$ cat src/sv/goldbach_partition_finder_core_assert.svh
// Assertion macros shared by the Goldbach partition finder modules.
// Depends on nothing; included by the controller and the datapath.
`ifndef GOLDBACH_PARTITION_FINDER_CORE_ASSERT_SVH
`define GOLDBACH_PARTITION_FINDER_CORE_ASSERT_SVH

// Same-cycle implication, disabled while reset is asserted.
`define GPF_ASSERT_IMPLY(lbl, ck, rn, ante, cons) \
	lbl: assert property (@(posedge ck) disable iff (!(rn)) (ante) |-> (cons)) \
		else $error("gpf assertion failed");

// Next-cycle implication, disabled while reset is asserted.
`define GPF_ASSERT_NEXT(lbl, ck, rn, ante, cons) \
	lbl: assert property (@(posedge ck) disable iff (!(rn)) (ante) |=> (cons)) \
		else $error("gpf assertion failed");

`endif

$ cat src/sv/gpf_pkg.sv
// Shared types and constants of the Goldbach partition finder.
// Depends on nothing; used by the controller, the datapath and the top level.
`default_nettype none

package gpf_pkg;

	localparam int MAX_VALUE_DEF = 16384;
	localparam int FIELD_W = 15;
	localparam int SMALLEST_PRIME = 2;
	localparam int MIN_PAIR_SUM = 4;

	localparam int OP_W = 3;
	localparam logic [OP_W-1:0] OP_NONE    = 3'd0;
	localparam logic [OP_W-1:0] OP_FILL    = 3'd1;
	localparam logic [OP_W-1:0] OP_SV_READ = 3'd2;
	localparam logic [OP_W-1:0] OP_NEXT_I  = 3'd3;
	localparam logic [OP_W-1:0] OP_LOAD_J  = 3'd4;
	localparam logic [OP_W-1:0] OP_MARK    = 3'd5;
	localparam logic [OP_W-1:0] OP_LOAD_N  = 3'd6;
	localparam logic [OP_W-1:0] OP_SEARCH  = 3'd7;

	typedef struct packed {
		logic [OP_W-1:0] op;
		logic            load_out;
	} gpf_cmd_t;

	typedef struct packed {
		logic fill_last;
		logic sq_over;
		logic prime_bit;
		logic j_over;
		logic n_bad;
		logic s1_valid;
		logic s1_hit;
		logic s1_last;
	} gpf_sts_t;

endpackage

`default_nettype wire

$ cat src/sv/gpf_ctrl.sv
// Controller of the Goldbach partition finder: sieve, search and output sequencing.
// Depends on gpf_pkg and the assertion macro header.
`default_nettype none
`include "goldbach_partition_finder_core_assert.svh"

module gpf_ctrl
	import gpf_pkg::*;
(
	input  wire logic     clk,
	input  wire logic     arst_n,
	input  wire logic     in_valid,
	output logic          in_stall,
	output logic          out_valid,
	input  wire logic     out_stall,
	input  wire gpf_sts_t sts,
	output gpf_cmd_t      cmd
);

	localparam logic [2:0] ST_FILL     = 3'd0;
	localparam logic [2:0] ST_SV_READ  = 3'd1;
	localparam logic [2:0] ST_SV_CHECK = 3'd2;
	localparam logic [2:0] ST_SV_MARK  = 3'd3;
	localparam logic [2:0] ST_IDLE     = 3'd4;
	localparam logic [2:0] ST_SEARCH   = 3'd5;
	localparam logic [2:0] ST_OUT      = 3'd6;

	logic [2:0] state_q;
	logic [2:0] state_d;
	logic       out_valid_q;
	logic       out_free;

	assign in_stall  = (state_q != ST_IDLE);
	assign out_valid = out_valid_q;
	assign out_free  = !out_valid_q || !out_stall;

	always_comb begin
		state_d      = state_q;
		cmd.op       = OP_NONE;
		cmd.load_out = 1'b0;
		case (state_q)
			ST_FILL: begin
				cmd.op = OP_FILL;
				if (sts.fill_last) begin
					state_d = ST_SV_READ;
				end
			end
			ST_SV_READ: begin
				cmd.op  = OP_SV_READ;
				state_d = ST_SV_CHECK;
			end
			ST_SV_CHECK: begin
				if (sts.sq_over) begin
					state_d = ST_IDLE;
				end else if (!sts.prime_bit) begin
					cmd.op  = OP_NEXT_I;
					state_d = ST_SV_READ;
				end else begin
					cmd.op  = OP_LOAD_J;
					state_d = ST_SV_MARK;
				end
			end
			ST_SV_MARK: begin
				if (sts.j_over) begin
					cmd.op  = OP_NEXT_I;
					state_d = ST_SV_READ;
				end else begin
					cmd.op = OP_MARK;
				end
			end
			ST_IDLE: begin
				if (in_valid) begin
					cmd.op  = OP_LOAD_N;
					state_d = sts.n_bad ? ST_OUT : ST_SEARCH;
				end
			end
			ST_SEARCH: begin
				cmd.op = OP_SEARCH;
				if (sts.s1_valid && (sts.s1_hit || sts.s1_last)) begin
					state_d = ST_OUT;
				end
			end
			ST_OUT: begin
				if (out_free) begin
					cmd.load_out = 1'b1;
					state_d      = ST_IDLE;
				end
			end
			default: begin
				state_d = ST_IDLE;
			end
		endcase
	end

	always_ff @(posedge clk or negedge arst_n) begin
		if (!arst_n) begin
			state_q     <= ST_FILL;
			out_valid_q <= 1'b0;
		end else begin
			state_q <= state_d;
			if (cmd.load_out) begin
				out_valid_q <= 1'b1;
			end else if (!out_stall) begin
				out_valid_q <= 1'b0;
			end
		end
	end

	`GPF_ASSERT_NEXT(a_accept_next, clk, arst_n, in_valid && !in_stall,
		state_q == ST_SEARCH || state_q == ST_OUT)
	`GPF_ASSERT_NEXT(a_search_exit, clk, arst_n, state_q == ST_SEARCH,
		state_q == ST_SEARCH || state_q == ST_OUT)
	`GPF_ASSERT_IMPLY(a_load_free, clk, arst_n, cmd.load_out, !out_valid_q || !out_stall)

endmodule

`default_nettype wire

$ cat config.mk
export PLATFORM = sky130hd
export DESIGN_NAME = gpf_ctrl
export DESIGN_NICKNAME = d
export VERILOG_FILES = /design/src/sv/gpf_pkg.sv /design/src/sv/gpf_ctrl.sv
export VERILOG_INCLUDE_DIRS = /design/src /design/src/sv
export SDC_FILE = /design/constraint.sdc
export NUM_CORES = 1
export LEC_CHECK = 0
export BUFFER_PORTS_ARGS = -buffer_cell sky130_fd_sc_hd__buf_2
export CORE_AREA = 5 5 42 44
export CTS_BUF_LIST = sky130_fd_sc_hd__clkbuf_16
export DETAILED_ROUTE_END_ITERATION = 10
export DIE_AREA = 0 0 47 49
export GPL_TIMING_DRIVEN = 1
export HOLD_SLACK_MARGIN = 0.06
export PLACE_DENSITY = 0.64
export RECOVER_POWER = 50
export SLEW_MARGIN = 0
export SYNTH_ARGS = -nofsm -noshare
export SYNTH_HDL_FRONTEND = slang
export SYNTH_SLANG_ARGS = --single-unit
$ cat constraint.sdc
create_clock -name clk -period 1.4 [get_ports clk]
set_input_delay 0.14 -clock clk [delete_from_list [all_inputs] [get_ports clk]]
set_output_delay 0.14 -clock clk [all_outputs]
set_load 0.005 [all_outputs]
# [Word level (Yosys, flattened, before mapping)]
# Index checks and enable logic that the tools add are counted.
[totals] regBits=4 inputBits=12 output_inout_bits=6 elab_cells=40
[op_classes] n_eq_ne=13 muxes=18 n_reduce_logical=7
[op_table] op="two-way mux 3 bit" n=10
[op_table] op="case mux 3 bit (7 select lines)" n=1
[op_table] op="case mux 3 bit (6 select lines)" n=1
[op_table] op="!= test 2 bit, second input constant" n=5
[op_table] op="== test 3 bit, second input constant" n=3
[op_table] op="== test 3 x 2 -> 1 bit, second input constant" n=2
[op_table] op="AND reduction 5 bit" n=1
[op_table] op="two-way mux 1 bit" n=4
[op_table] op="two-way mux 2 bit" n=2
[op_table] op="== test 3 x 1 -> 1 bit, second input constant" n=1
[op_table] op="logical NOT 3 bit" n=1
[op_table] op="!= test 3 bit, second input constant" n=1
[op_table] op="logical NOT 1 bit" n=2
[op_table] op="logical OR 1 bit" n=2
[op_table] op="!= test 2 x 1 -> 1 bit, second input constant" n=1
[op_table] op="logical AND 1 bit" n=1

# [Logic depth before layout (Yosys ltp)]
[logic_depth] depth_word=5 mapped_depth=5 ltp_nobuf=4

# [Worst setup path before layout]
# No wires, ideal clock.
[synth_path] path_type="register to register" start="register state_q[0]" end="register state_q[0]" setup_time_ns=0.128 arrival_ns=1.223 required_time_ns=1.272 slack_ns=0.049 stages_incl_launch_ff=6 n_path_buf=1 period_less_slack_ns=1.351 path_cell_list="dfrtp_1 -> buf_6 -> nor3_1 -> a21oi_1 -> o221ai_2 -> mux2_1"
[synth_between] elab_chain_len=3
[synth_lines] item="start, declared" line_no="gpf_ctrl.sv:27" rtl="logic [2:0] state_q;"
[synth_lines] item="start signal, assigned" line_no="gpf_ctrl.sv:99" rtl="state_q <= state_d;"
[synth_lines] item="== test 3 bit (tied with other cells)" line_no="gpf_ctrl.sv:40" rtl="case (state_q)"
[synth_lines] item="!= test 2 bit (no line)"
[synth_lines] item="AND reduction 5 bit (no line)"
# Parallel ways exist; a longest one is shown, timed or not.
# A chain may end at the register's enable or synchronous reset.

==> run metrics <==
outcome finished, violations left; failing checks setup timing; # DRC 0; RSZ-0062 raised after global routing yes; worst hold path stage count 3; Area contributors post-synth dfrtp_1 (27%), a21oi_1 (6.9%), mux2_1 (6.2%), nand2_1 (5.2%), nand2b_1 (5.2%); share of cells above drive strength 1 0.548; I/O pins 18; ys flop type dfrtp_1; Total Routed Length 1.13 mm; element type at the critical path end output pin; CP startpoint kind flop; met1 GRT Util 0.108; Area growth, synth to finish 75.3%; CP Data Required Time 1.26 ns; pwr/cell area 2250 mW/mm2; Mapped Area 364 um2; Final setup viols 3; met2 Track Usage GR 0.192; vias 449; layout filler cell count 151; DIE WIDTH 47 um; HP Class in2reg; Synth top area share 0.275; Mapped Nets 57; Placed Area 488 um2; syn_area_per_cell 8.09 um2; CP arrival 1.35 ns; Reg-to-Reg Start state_q[0]; largest net degree at the start of global routing 9; setup slack after layout -0.0876 ns; vias in the first global route 462; max-cap viol count 0; CTS buffer count 3; Hold EP out_valid; full die area 0.00230 mm2; ANT nets after route 0; Max VDD drop 1.47 mV; 1st-iter DRT viols 9; Leak 0.294 nW; Top Usage Layer GRT met2; initial core utilization 0.260; Synth async-reset ratio 1.00; Core Rows 14; Avg Vias per Cell 5.04; Post-synth EDFFs 0; HP Start out_stall; Sink Count 4; Port Buf Inserts 17; core area 0.00140 mm2; latest clock arrival within the worst-skew pair 0.22 ns; CTS tree built; Yosys cell types 22; first-pass GRT wire length 1.83 mm; Pre-Repair DR Iteration Count 4; Placed Cells 81; GRT Total Usage 0.108; max-slew violations 0; Yosys top cell by area dfrtp_1; period utilization 1.06; CTS max path bufs 2; setup TNS -0.217 ns; Slew HR 0.842; # diodes 0; root cell of the clock tree clkbuf_16; WL per Instance 12.7 um; minimum clock period after layout 1.49 ns; htree depth 1; register area share after synthesis 0.275; Final Hold Viols 0; Placement Setup Slack -0.00877 ns; Reg2Reg Depth 5; Synth Warn # 0; met3 track utilization from global routing 0.0258; Worst Path Max Fanout 6; initial antenna violation count 0; reg2reg end state_q[0]; Clock transition at path regs 0.03 ns; Post-Layout Cell Count 89; worst slew pin tran 0.236 ns; final instance area 638 um2; reg2reg setup slack 0.02 ns; chip height 49 um; Crit Path Class reg2out; Synth top cells by count a21oi_1 (5), nand2_1 (5), dfrtp_1 (4), nor2_1 (4); cell count after synthesis 45; Final Power 0.00144 W; Overflow after GRT 0; DP HPWL 762 um; NumNets Final 87; Placer Congestion 0.741; #FFs+latches synth 4; Fmax achieved 672 MHz; clk_skew 0.00106 ns
worst max-delay path by stage:
| stage | depth (start not counted) | slack [ns] | to | from |
|---|---|---|---|---|
| 2_1_floorplan | 5 | 0.05 | state_q[0] | state_q[0] |
| 3_3_place_gp | 4 | 0.04 | state_q[1] | state_q[1] |
| 3_5_place_dp | 4 | -0.009 | state_q[0] | state_q[1] |
| 4_1_cts | 5 | -0.08 | cmd[2] | state_q[0] |
| 5_1_grt | 6 | -0.17 | cmd[1] | state_q[1] |
| 6_report | 5 | -0.09 | cmd[2] | state_q[0] |
repair_timing:
action,4_1_cts,5_1_grt
hold endpoints to repair,4,0
pin swaps,2,4
buffers inserted,3,1
resized for setup,5,7
hold buffers,1,0
setup endpoints to repair,6,6
registers in the layout (all words and copies together) (netlist names):
register,cells
out_valid,1
state_q,3
stage by stage:
stage,hold WS [ns],utilization
final,0.173,0.455
after global routing,0.191,0.455
after CTS,0.171,0.438
after detailed placement,-0.0527,0.348
after global placement,-0.0540,0.348
after floorplan,-0.156,-
cells in the final DEF (no fill, tap or decap), drive strengths merged, types with 2 or more instances in the layout:
master,netlist,final
a21oi,5,5
buf,3,26
clkbuf,0,4
dfrtp,4,4
mux2,2,2
nand2,5,5
nand2b,3,3
nor2,4,4
o21ai,6,6
o22ai,2,2
critical path, cell delays in order, from the launching register on:
cell and delay (ns):
dfrtp_2 0.43, and2b_4 0.27, buf_6 0.10, a22oi_2 0.04
o22ai_1 0.15, buf_2 0.13
per-layer routing:
| layer | vias to the layer above | routed length [um] |
|---|---|---|
| li1 | 219 | - |
| met1 | 214 | 392 |
| met2 | 14 | 675 |
| met3 | 2 | 50 |
| met4 | 0 | 14 |
| met5 | - | 0 |
layout make-up:
class	instances	area (um2)	area share
multi-input combinational	38	256	0.402
timing repair buffer	28	184	0.288
sequential	4	103	0.161
clock buffer	3	75.1	0.118
tap	16	20.0	0.0314
cells by family (layout without fill, tap and decap cells):
family,Yosys count,count (layout),synth area share
AO/OA/AOI/OAI,16,16,0.282
buffers and inverters,3,31,0.0722
flip-flops,4,4,0.275
multiplexers,2,2,0.0619
AND/OR/NAND/NOR,20,20,0.309
where the power goes:
group	internal [W]	total, W	switching, W	leakage [nW]
logic	0.000457	0.000770	0.000313	0.213
clock network	0.000364	0.000439	0.0000748	0.0370
registers	0.000165	0.000228	0.0000629	0.0437
Note: power is estimated with default switching activity, not from simulation.
